--- src/rtl/sspsq_pkg.sv ---
`default_nettype none
// ----------------------------------------------------------------------------
// sspsq_pkg
// Shared types and constants of the servo slew and power sequencer.
// ----------------------------------------------------------------------------
package sspsq_pkg;

   // Widths of the payload fields.
   localparam int unsigned PosWidth   = 8;
   localparam int unsigned CountWidth = 8;
   localparam int unsigned CsrIdxWidth = 3;

   typedef logic [PosWidth-1:0]    pos_type;
   typedef logic [CountWidth-1:0]  count_type;
   typedef logic [CsrIdxWidth-1:0] csr_idx_type;

   // Register indexes of the configuration port.
   typedef enum logic [CsrIdxWidth-1:0] {
      CSR_CLOSED_POS  = 3'd0,
      CSR_THROWN_POS  = 3'd1,
      CSR_STEP_SIZE   = 3'd2,
      CSR_HOLD_TICKS  = 3'd3,
      CSR_OFF_TICKS   = 3'd4,
      CSR_REFRESH_TICKS = 3'd5
   } csr_index_type;

   // Function codes of a request.
   localparam logic FUNC_TICK    = 1'b0;
   localparam logic FUNC_SET_DIR = 1'b1;

   // Direction codes.
   localparam logic DIR_CLOSED = 1'b0;
   localparam logic DIR_THROWN = 1'b1;

   // Register reset values.
   localparam pos_type   ClosedPosReset    = 8'd0;
   localparam pos_type   ThrownPosReset    = 8'd0;
   localparam pos_type   StepSizeReset     = 8'd1;
   localparam count_type HoldTicksReset    = 8'd20;
   localparam count_type OffTicksReset     = 8'd100;
   localparam count_type RefreshTicksReset = 8'd10;

   // Configuration seen by the sequencer core.
   typedef struct packed {
      pos_type   closed_position;
      pos_type   thrown_position;
      pos_type   step_size;
      count_type hold_ticks;
      count_type off_ticks;
      count_type refresh_ticks;
   } cfg_type;

endpackage : sspsq_pkg
`default_nettype wire

--- src/rtl/sspsq_if.sv ---
`default_nettype none
// ----------------------------------------------------------------------------
// sspsq_if
// Valid/ready channels of the sequencer: request, response and register write.
// ----------------------------------------------------------------------------
interface sspsq_req_if;
   logic valid;
   logic ready;
   logic func;
   logic direction;

   modport source (output valid, output func, output direction, input ready);
   modport sink   (input valid, input func, input direction, output ready);
endinterface : sspsq_req_if

interface sspsq_rsp_if;
   logic                  valid;
   logic                  ready;
   sspsq_pkg::pos_type    position;
   logic                  pulse_enable;
   logic                  power_enable;
   logic                  at_target;

   modport source (output valid, output position, output pulse_enable,
                   output power_enable, output at_target, input ready);
   modport sink   (input valid, input position, input pulse_enable,
                   input power_enable, input at_target, output ready);
endinterface : sspsq_rsp_if

interface sspsq_csr_if;
   logic                   valid;
   logic                   ready;
   sspsq_pkg::csr_idx_type index;
   sspsq_pkg::pos_type     data;

   modport source (output valid, output index, output data, input ready);
   modport sink   (input valid, input index, input data, output ready);
endinterface : sspsq_csr_if
`default_nettype wire

--- src/rtl/sspsq_csr.sv ---
`default_nettype none
// ----------------------------------------------------------------------------
// sspsq_csr
// Configuration register file; a write with an unknown index is dropped.
// ----------------------------------------------------------------------------
module sspsq_csr (
   input  wire logic               clock,
   input  wire logic               reset,
   sspsq_csr_if.sink               csr_ch,
   output sspsq_pkg::cfg_type      cfg
);
   import sspsq_pkg::*;

   cfg_type cfg_ff;
   cfg_type cfg_in;
   logic    wr_en;

   // Writes are always taken.
   assign csr_ch.ready = 1'b1;
   assign wr_en        = csr_ch.valid;

   // Decode the write transaction.
   always_comb begin
      cfg_in = cfg_ff;
      if (wr_en) begin
         case (csr_ch.index)
            CSR_CLOSED_POS:    cfg_in.closed_position = csr_ch.data;
            CSR_THROWN_POS:    cfg_in.thrown_position = csr_ch.data;
            CSR_STEP_SIZE:     cfg_in.step_size       = csr_ch.data;
            CSR_HOLD_TICKS:    cfg_in.hold_ticks      = csr_ch.data;
            CSR_OFF_TICKS:     cfg_in.off_ticks       = csr_ch.data;
            CSR_REFRESH_TICKS: cfg_in.refresh_ticks   = csr_ch.data;
            default:           cfg_in = cfg_ff;
         endcase
      end
   end

   // Register storage with documented reset values.
   always_ff @(posedge clock) begin
      if (reset) begin
         cfg_ff.closed_position <= ClosedPosReset;
         cfg_ff.thrown_position <= ThrownPosReset;
         cfg_ff.step_size       <= StepSizeReset;
         cfg_ff.hold_ticks      <= HoldTicksReset;
         cfg_ff.off_ticks       <= OffTicksReset;
         cfg_ff.refresh_ticks   <= RefreshTicksReset;
      end else begin
         cfg_ff <= cfg_in;
      end
   end

   assign cfg = cfg_ff;

endmodule : sspsq_csr
`default_nettype wire

--- src/rtl/sspsq_core.sv ---
`default_nettype none
// ----------------------------------------------------------------------------
// sspsq_core
// Position slew and power phase update, with the response register.
// ----------------------------------------------------------------------------
module sspsq_core (
   input  wire logic               clock,
   input  wire logic               reset,
   input  wire sspsq_pkg::cfg_type cfg,
   sspsq_req_if.sink               req_ch,
   sspsq_rsp_if.source             rsp_ch
);
   import sspsq_pkg::*;

   typedef enum logic [1:0] {
      PH_MOVE    = 2'd0,
      PH_HOLD    = 2'd1,
      PH_WAIT    = 2'd2,
      PH_REFRESH = 2'd3
   } phase_type;

   // Sequencer state.
   pos_type   position_ff, position_in;
   logic      target_sel_ff, target_sel_in;
   phase_type phase_ff, phase_in;
   count_type count_ff, count_in;
   logic      pulse_ff, pulse_in;

   // Response register.
   logic      rsp_valid_ff, rsp_valid_in;
   pos_type   rsp_position_ff;
   logic      rsp_pulse_ff;
   logic      rsp_power_ff;
   logic      rsp_at_target_ff;

   logic      accept;
   pos_type   goal;
   pos_type   goal_next;
   logic [PosWidth:0] step_sum;
   logic [PosWidth:0] step_diff;
   pos_type   slew_pos;
   count_type count_inc;
   count_type limit;
   logic      count_done;

   // A new transaction is taken whenever the response slot frees up.
   assign req_ch.ready = !rsp_valid_ff || rsp_ch.ready;
   assign accept       = req_ch.valid && req_ch.ready;

   assign goal = target_sel_ff ? cfg.thrown_position : cfg.closed_position;

   // Step toward the goal on a 9-bit sum or difference, then clamp.
   assign step_sum  = {1'b0, position_ff} + {1'b0, cfg.step_size};
   assign step_diff = {1'b0, position_ff} - {1'b0, cfg.step_size};
   always_comb begin
      if (position_ff < goal) begin
         slew_pos = (step_sum > {1'b0, goal}) ? goal : step_sum[PosWidth-1:0];
      end else begin
         slew_pos = (step_diff[PosWidth] || (step_diff[PosWidth-1:0] < goal)) ?
                    goal : step_diff[PosWidth-1:0];
      end
   end

   // Phase counter, wrapping at eight bits.
   always_comb begin
      case (phase_ff)
         PH_HOLD: limit = cfg.hold_ticks;
         PH_WAIT: limit = cfg.off_ticks;
         default: limit = cfg.refresh_ticks;
      endcase
   end
   assign count_inc  = count_ff + 8'd1;
   assign count_done = (count_inc == limit);

   // Next state for one request.
   always_comb begin
      position_in   = position_ff;
      target_sel_in = target_sel_ff;
      phase_in      = phase_ff;
      count_in      = count_ff;
      pulse_in      = pulse_ff;
      if (accept) begin
         if (req_ch.func == FUNC_SET_DIR) begin
            target_sel_in = req_ch.direction;
         end else if (position_ff != goal) begin
            phase_in    = PH_MOVE;
            pulse_in    = 1'b1;
            position_in = slew_pos;
         end else begin
            case (phase_ff)
               PH_MOVE: begin
                  phase_in = PH_HOLD;
                  count_in = '0;
               end
               PH_HOLD, PH_REFRESH: begin
                  count_in = count_done ? '0 : count_inc;
                  if (count_done) begin
                     phase_in = PH_WAIT;
                     pulse_in = 1'b0;
                  end
               end
               PH_WAIT: begin
                  count_in = count_done ? '0 : count_inc;
                  if (count_done) begin
                     phase_in = PH_REFRESH;
                     pulse_in = 1'b1;
                  end
               end
               default: phase_in = phase_ff;
            endcase
         end
      end
   end

   // Target after the update, for the at-target flag.
   assign goal_next = target_sel_in ? cfg.thrown_position : cfg.closed_position;

   // Response slot occupancy.
   always_comb begin
      rsp_valid_in = rsp_valid_ff;
      if (accept) begin
         rsp_valid_in = 1'b1;
      end else if (rsp_ch.ready) begin
         rsp_valid_in = 1'b0;
      end
   end

   // Control state.
   always_ff @(posedge clock) begin
      if (reset) begin
         position_ff   <= '0;
         target_sel_ff <= DIR_THROWN;
         phase_ff      <= PH_MOVE;
         count_ff      <= '0;
         pulse_ff      <= 1'b0;
         rsp_valid_ff  <= 1'b0;
      end else begin
         position_ff   <= position_in;
         target_sel_ff <= target_sel_in;
         phase_ff      <= phase_in;
         count_ff      <= count_in;
         pulse_ff      <= pulse_in;
         rsp_valid_ff  <= rsp_valid_in;
      end
   end

   // Response payload, loaded on each accepted request.
   always_ff @(posedge clock) begin
      if (accept) begin
         rsp_position_ff  <= position_in;
         rsp_pulse_ff     <= pulse_in;
         rsp_power_ff     <= (phase_in != PH_WAIT);
         rsp_at_target_ff <= (position_in == goal_next);
      end
   end

   assign rsp_ch.valid        = rsp_valid_ff;
   assign rsp_ch.position     = rsp_position_ff;
   assign rsp_ch.pulse_enable = rsp_pulse_ff;
   assign rsp_ch.power_enable = rsp_power_ff;
   assign rsp_ch.at_target    = rsp_at_target_ff;

endmodule : sspsq_core
`default_nettype wire

--- src/rtl/servo_slew_and_power_sequencer_unit.sv ---
// A response is valid in the cycle after its request transaction.
// Throughput: one request per cycle; the single response register refills in
// the same cycle that its transaction is taken, and a held-off response stalls
// the request side until it is taken.
// Reset (synchronous, active high): position 0, thrown target selected, move
// phase, pulses detached, registers at their defaults, response slot empty.
`default_nettype none
// ----------------------------------------------------------------------------
// servo_slew_and_power_sequencer_unit
// Top level: configuration registers and the slew and power sequencer core.
// ----------------------------------------------------------------------------
module servo_slew_and_power_sequencer_unit (
   input  wire logic    clock,
   input  wire logic    reset,
   sspsq_req_if.sink    req_ch,
   sspsq_rsp_if.source  rsp_ch,
   sspsq_csr_if.sink    csr_ch
);
   import sspsq_pkg::*;

   cfg_type cfg;

   // Configuration registers.
   sspsq_csr u_csr (
      .clock  (clock),
      .reset  (reset),
      .csr_ch (csr_ch),
      .cfg    (cfg)
   );

   // Sequencer core with response register.
   sspsq_core u_core (
      .clock  (clock),
      .reset  (reset),
      .cfg    (cfg),
      .req_ch (req_ch),
      .rsp_ch (rsp_ch)
   );

endmodule : servo_slew_and_power_sequencer_unit
`default_nettype wire
--- src/flat_wrapper.sv ---
// flat-port wrapper written by rule: the top's interface ports become plain ports
module servo_slew_and_power_sequencer_unit_flat import sspsq_pkg::*;
  (clock, reset, req_ch_valid, req_ch_func, req_ch_direction, req_ch_ready, rsp_ch_valid, rsp_ch_position, rsp_ch_pulse_enable, rsp_ch_power_enable, rsp_ch_at_target, rsp_ch_ready, csr_ch_valid, csr_ch_index, csr_ch_data, csr_ch_ready);
  sspsq_req_if req_ch_i ();
  sspsq_rsp_if rsp_ch_i ();
  sspsq_csr_if csr_ch_i ();
  input  wire logic clock;
  input  wire logic reset;
  input wire logic [$bits(req_ch_i.valid)-1:0] req_ch_valid;
  input wire logic [$bits(req_ch_i.func)-1:0] req_ch_func;
  input wire logic [$bits(req_ch_i.direction)-1:0] req_ch_direction;
  output wire logic [$bits(req_ch_i.ready)-1:0] req_ch_ready;
  output wire logic [$bits(rsp_ch_i.valid)-1:0] rsp_ch_valid;
  output wire logic [$bits(rsp_ch_i.position)-1:0] rsp_ch_position;
  output wire logic [$bits(rsp_ch_i.pulse_enable)-1:0] rsp_ch_pulse_enable;
  output wire logic [$bits(rsp_ch_i.power_enable)-1:0] rsp_ch_power_enable;
  output wire logic [$bits(rsp_ch_i.at_target)-1:0] rsp_ch_at_target;
  input wire logic [$bits(rsp_ch_i.ready)-1:0] rsp_ch_ready;
  input wire logic [$bits(csr_ch_i.valid)-1:0] csr_ch_valid;
  input wire logic [$bits(csr_ch_i.index)-1:0] csr_ch_index;
  input wire logic [$bits(csr_ch_i.data)-1:0] csr_ch_data;
  output wire logic [$bits(csr_ch_i.ready)-1:0] csr_ch_ready;
  assign req_ch_i.valid = req_ch_valid;
  assign req_ch_i.func = req_ch_func;
  assign req_ch_i.direction = req_ch_direction;
  assign req_ch_ready = req_ch_i.ready;
  assign rsp_ch_valid = rsp_ch_i.valid;
  assign rsp_ch_position = rsp_ch_i.position;
  assign rsp_ch_pulse_enable = rsp_ch_i.pulse_enable;
  assign rsp_ch_power_enable = rsp_ch_i.power_enable;
  assign rsp_ch_at_target = rsp_ch_i.at_target;
  assign rsp_ch_i.ready = rsp_ch_ready;
  assign csr_ch_i.valid = csr_ch_valid;
  assign csr_ch_i.index = csr_ch_index;
  assign csr_ch_i.data = csr_ch_data;
  assign csr_ch_ready = csr_ch_i.ready;
  servo_slew_and_power_sequencer_unit u_core (.clock(clock), .reset(reset), .req_ch(req_ch_i), .rsp_ch(rsp_ch_i), .csr_ch(csr_ch_i));
endmodule
--- config.mk ---
export PLATFORM = sky130hd
export DESIGN_NAME = servo_slew_and_power_sequencer_unit_flat
export DESIGN_NICKNAME = d
export VERILOG_FILES = /design/src/rtl/sspsq_pkg.sv /design/src/rtl/sspsq_if.sv /design/src/rtl/sspsq_csr.sv /design/src/rtl/sspsq_core.sv /design/src/rtl/servo_slew_and_power_sequencer_unit.sv /design/src/flat_wrapper.sv
export SDC_FILE = /design/constraint.sdc
export NUM_CORES = 1
export LEC_CHECK = 0
export BUFFER_PORTS_ARGS = -buffer_cell sky130_fd_sc_hd__buf_2
export CORE_MARGIN = 5
export CORE_UTILIZATION = 56
export DETAILED_ROUTE_END_ITERATION = 16
export HOLD_SLACK_MARGIN = 0.12
export PLACE_DENSITY_LB_ADDON = 0.08
export SLEW_MARGIN = 0
export SYNTH_ARGS = -nofsm -noshare
export SYNTH_HDL_FRONTEND = slang
export SYNTH_SLANG_ARGS = --single-unit
--- constraint.sdc ---
create_clock -name clock -period 4.1 [get_ports clock]
set_input_delay 0 -clock clock [delete_from_list [all_inputs] [get_ports clock]]
set_output_delay 0 -clock clock [all_outputs]
set_load 0.05 [all_outputs]
==> reports/qor.txt <==
=================================================================================================================
Result of the run                                                                                    complete, but fails checks
Violated checks                                                                                      negative setup slack
First-pass GRT wire length                                                                               24.03 mm
Num CTS Buffers                                                                                                 9
Area share of the largest cell type after synthesis                                                        26.09%
Minimum setup slack among reg-to-reg paths                                                               -0.11 ns
Total detailed-routing wirelength                                                                        15.05 mm
Row cnt                                                                                                        35
Final antenna-violating net count                                                                               0
Share of the clock period used by the worst path after layout                                              102.6%
Commonest non-fill, non-tap cell in the layout                                                            nand2_1
Count of routing violations after the opening detailed-route iteration                                        309
Hold-critical path endpoint                                                                          u_core.u_csr.cfg[12]
Syn Std Cell Area                                                                                       5295 um^2
Top area cells in the synthesized netlist                                                            dfxtp_1 26%, ha_1 11%, nand2_1 8.4%
Drt via density                                                                                             5.765
Endpoint of the lowest-slack register-to-register path                                               u_core.u_core.rsp_ch.at_target
Minimum setup slack in the final design                                                                -0.1069 ns
Worst setup timing slack at the placement stage                                                        -0.2624 ns
Wire per inst                                                                                            17.14 um
Worst r2r src                                                                                        u_core.u_csr.cfg[24]
GR Util All Layers                                                                                         26.44%
HP Start                                                                                             csr_ch_index[2]
Setup violation total in the final timing report                                                                1
Portion of netlist area occupied by mux cells                                                              5.458%
Clock sinks                                                                                                    80
Number of top-level design ports                                                                               32
Hold violation count in the final report                                                                        0
DP Area                                                                                                 5967 um^2
Number of warning messages in the yosys log                                                                     0
H-tree levels                                                                                                   3
Setup repair after global routing missed its margin                                                           yes
Post-layout util                                                                                           72.02%
Initial cell density of the core                                                                           57.31%
Min Hold Slack                                                                                          0.1621 ns
Relative area change from synthesis to final layout                                                        25.69%
Post-route standard cell area excluding fillers                                                         6655 um^2
Diodes inserted                                                                                                 0
Placed cell count                                                                                             840
IO buf count                                                                                                   30
Worst-case clock skew                                                                                  0.01470 ns
Power per standard cell area                                                                         500.6 nW/um^2
Basic-gate share of the synthesized area counting and, or, nand and nor cells                              23.20%
Buffers from clock root to sink, at most                                                                        2
Clock transition at path regs                                                                             0.09 ns
Vias                                                                                                         5062
Floorplan die area                                                                                     11500 um^2
Number of detailed-route iterations in the first pass                                                           5
Top cell type by total area after synthesis                                                               dfxtp_1
Leftover overflow at the end of global routing                                                                  0
Critical path endpoint category                                                                              flop
Arithmetic-cell share of the synthesized area counting full adders, half adders and majority gates         11.39%
Compound-cell area share of the yosys netlist                                                              19.02%
Number of global-route vias before repair                                                                    4831
Pin count of the biggest net entering global routing                                                           49
Number of antenna violations at the first check in global routing                                               1
Critical path class                                                                                  flop to flop
Final-layout setup total negative slack                                                                -0.1069 ns
RePlAce Congestion                                                                                         0.9472
Most frequently used flop master after synthesis                                                          dfxtp_1
DP HPWL                                                                                                  11.46 mm
Proportion of layout cells with a drive suffix above 1                                                     23.50%
Post-layout instance count excluding filler cells                                                             878
Leakage power summed over all cells                                                                      2.702 nW
Net count after synthesis                                                                                     711
Max Clock Freq                                                                                          237.7 MHz
Worst Reg-to-Reg Cells                                                                                         16
Mapped Avg Cell Area                                                                                   8.197 um^2
Slew margin rel.                                                                                           41.41%
Ys async rst share                                                                                             0%
Required time reported for the critical path endpoint                                                     4.29 ns
Worst vdd rail ir drop                                                                                  0.2326 mV
Total Nets Final                                                                                              809
Number of storage elements in the synthesis netlist                                                            80
Xor-xnor portion of the synthesized cell area                                                              4.371%
DIE HEIGHT                                                                                               107.2 um
Top library cells by usage in the layout, fill and taps aside                                        119 x nand2_1, 78 x a21oi_1, 66 x buf_4, 60 x dfxtp_1, 38 x nor2_1
Kind of start point of the critical path                                                                     flop
Number of synthesized flops with an enable pin                                                                 11
Final min period                                                                                         4.207 ns
Synthesized instance count                                                                                    646
Sequential element share of the synthesized area                                                           32.33%
Worst-Margin Slew                                                                                       0.8789 ns
Dominant combinational cell family by area after synthesis                                           simple AND/OR/NAND/NOR gates
Hold Path Cell Cnt                                                                                              5
Number of distinct library cells after synthesis                                                               73
Placeable core area                                                                                     9240 um^2
Worst Path Arrival                                                                                        4.40 ns
Clk root buf                                                                                             clkbuf_8
Post-route total power                                                                                   3.332 mW
Die outline width                                                                                        107.2 um
Maximum fanout encountered on the critical timing path                                                          7
Hold Crit Class                                                                                      input port to flop
Post-route DRC                                                                                                  0
Number of slew-limit violations in the final report                                                             0
Number of maximum-capacitance violations                                                                        0
Clock insertion delay at the later pin of the skew report                                                 0.36 ns
TritonCTS clock tree                                                                                          yes
=================================================================================================================
[sequential cells by signal (all words and copies together) (netlist names)]
name,cells
u_core.u_core.count_ff,8
u_core.u_core.phase_ff,2
u_core.u_core.position_ff,8
u_core.u_core.pulse_ff,1
u_core.u_core.rsp_ch.at_target,1
u_core.u_core.rsp_ch.position,8
u_core.u_core.rsp_ch.power_enable,1
u_core.u_core.rsp_ch.pulse_enable,1
u_core.u_core.rsp_ch.valid,1
u_core.u_core.target_sel_ff,1
u_core.u_csr.cfg,48
[kinds of logic after synthesis]
kind of cell | after synthesis
AOI/OAI and AO/OA | 161
xor gates and xnor gates | 23
adders and majority gates | 47
buffers and inverters | 52
DFF | 80
muxes | 26
other | 1
and+or+nand+nor | 256
[layer usage]
metal,global-route usage [%],vias to the layer above,share of wire (%)
met5,0,-,0
met4,8.037,0,1.9
met3,4.395,25,7.0
met2,41.33,175,45
met1,37.35,2383,46
li1,-,2479,-
[worst max-delay path: stages (launching register included)]
cell      delay (ns)
dfxtp_4         0.38
ha_4            0.14
fa_2            0.22
nand2b_4        0.08
a211o_1         0.30
a311oi_2        0.36
ha_1            0.31
a21o_1          0.18
a21oi_2         0.16
a21oi_1         0.10
a211oi_2        0.24
buf_6           0.18
mux2i_4         0.25
nor3_2          0.06
or3_1           0.37
or4_4           0.43
nor4b_4         0.26
[synth_stat cells (6+ instances only)]
library cell	instances
a211oi_1	6
a21oi_1	81
nand2b_1	6
nand3_1	16
nor2b_1	18
clkbuf_1	19
ha_1	45
nand3b_1	11
edfxtp_1	11
xor2_1	8
dfxtp_1	69
nand2_1	119
a22oi_1	9
xnor2_1	13
nor3_1	17
inv_1	27
o21ai_0	19
mux2i_1	21
nor2_1	39
[where the power goes]
group	leakage, nW	total, mW	switching [mW]	internal, mW
clock network	0.127	0.720	0.326	0.394
registers	0.671	0.890	0.0325	0.858
logic	1.90	1.72	0.944	0.778
total	2.70	3.33	1.30	2.03
[area by class of cell]
cell class	count	area (um^2)
tap	129	161.4
fill	746	2585
clock buffer	10	148.9
inverter	27	101.3
multi-input combinational	514	3602
timing repair buffer	112	808.3
clock inverter	6	105.1
sequential	80	1728
[how the worst max path moves through the flow]
stage	slack, ns	endpoint	start
after floorplan	0.005	u_core.u_core.rsp_ch.at_target	u_core.u_csr.cfg[27]
after global placement	-0.06	u_core.u_core.rsp_ch.at_target	u_core.u_csr.cfg[24]
after detailed placement	-0.26	u_core.u_core.rsp_ch.at_target	u_core.u_csr.cfg[27]
after CTS	-0.11	u_core.u_core.rsp_ch.at_target	u_core.u_csr.cfg[24]
after global routing	-0.27	u_core.u_core.rsp_ch.at_target	u_core.u_csr.cfg[24]
final	-0.11	u_core.u_core.rsp_ch.at_target	u_core.u_csr.cfg[24]
[repair_timing]
item | CTS | global route
resized for setup | 20 | 32
setup buffers | 5 | 3
pin swaps | 12 | 11
setup endpoints to repair | 1 | 1
hold buffers | 14 | 0
hold endpoints to repair | 51 | 0
Note: power is estimated with default switching activity, not from simulation.
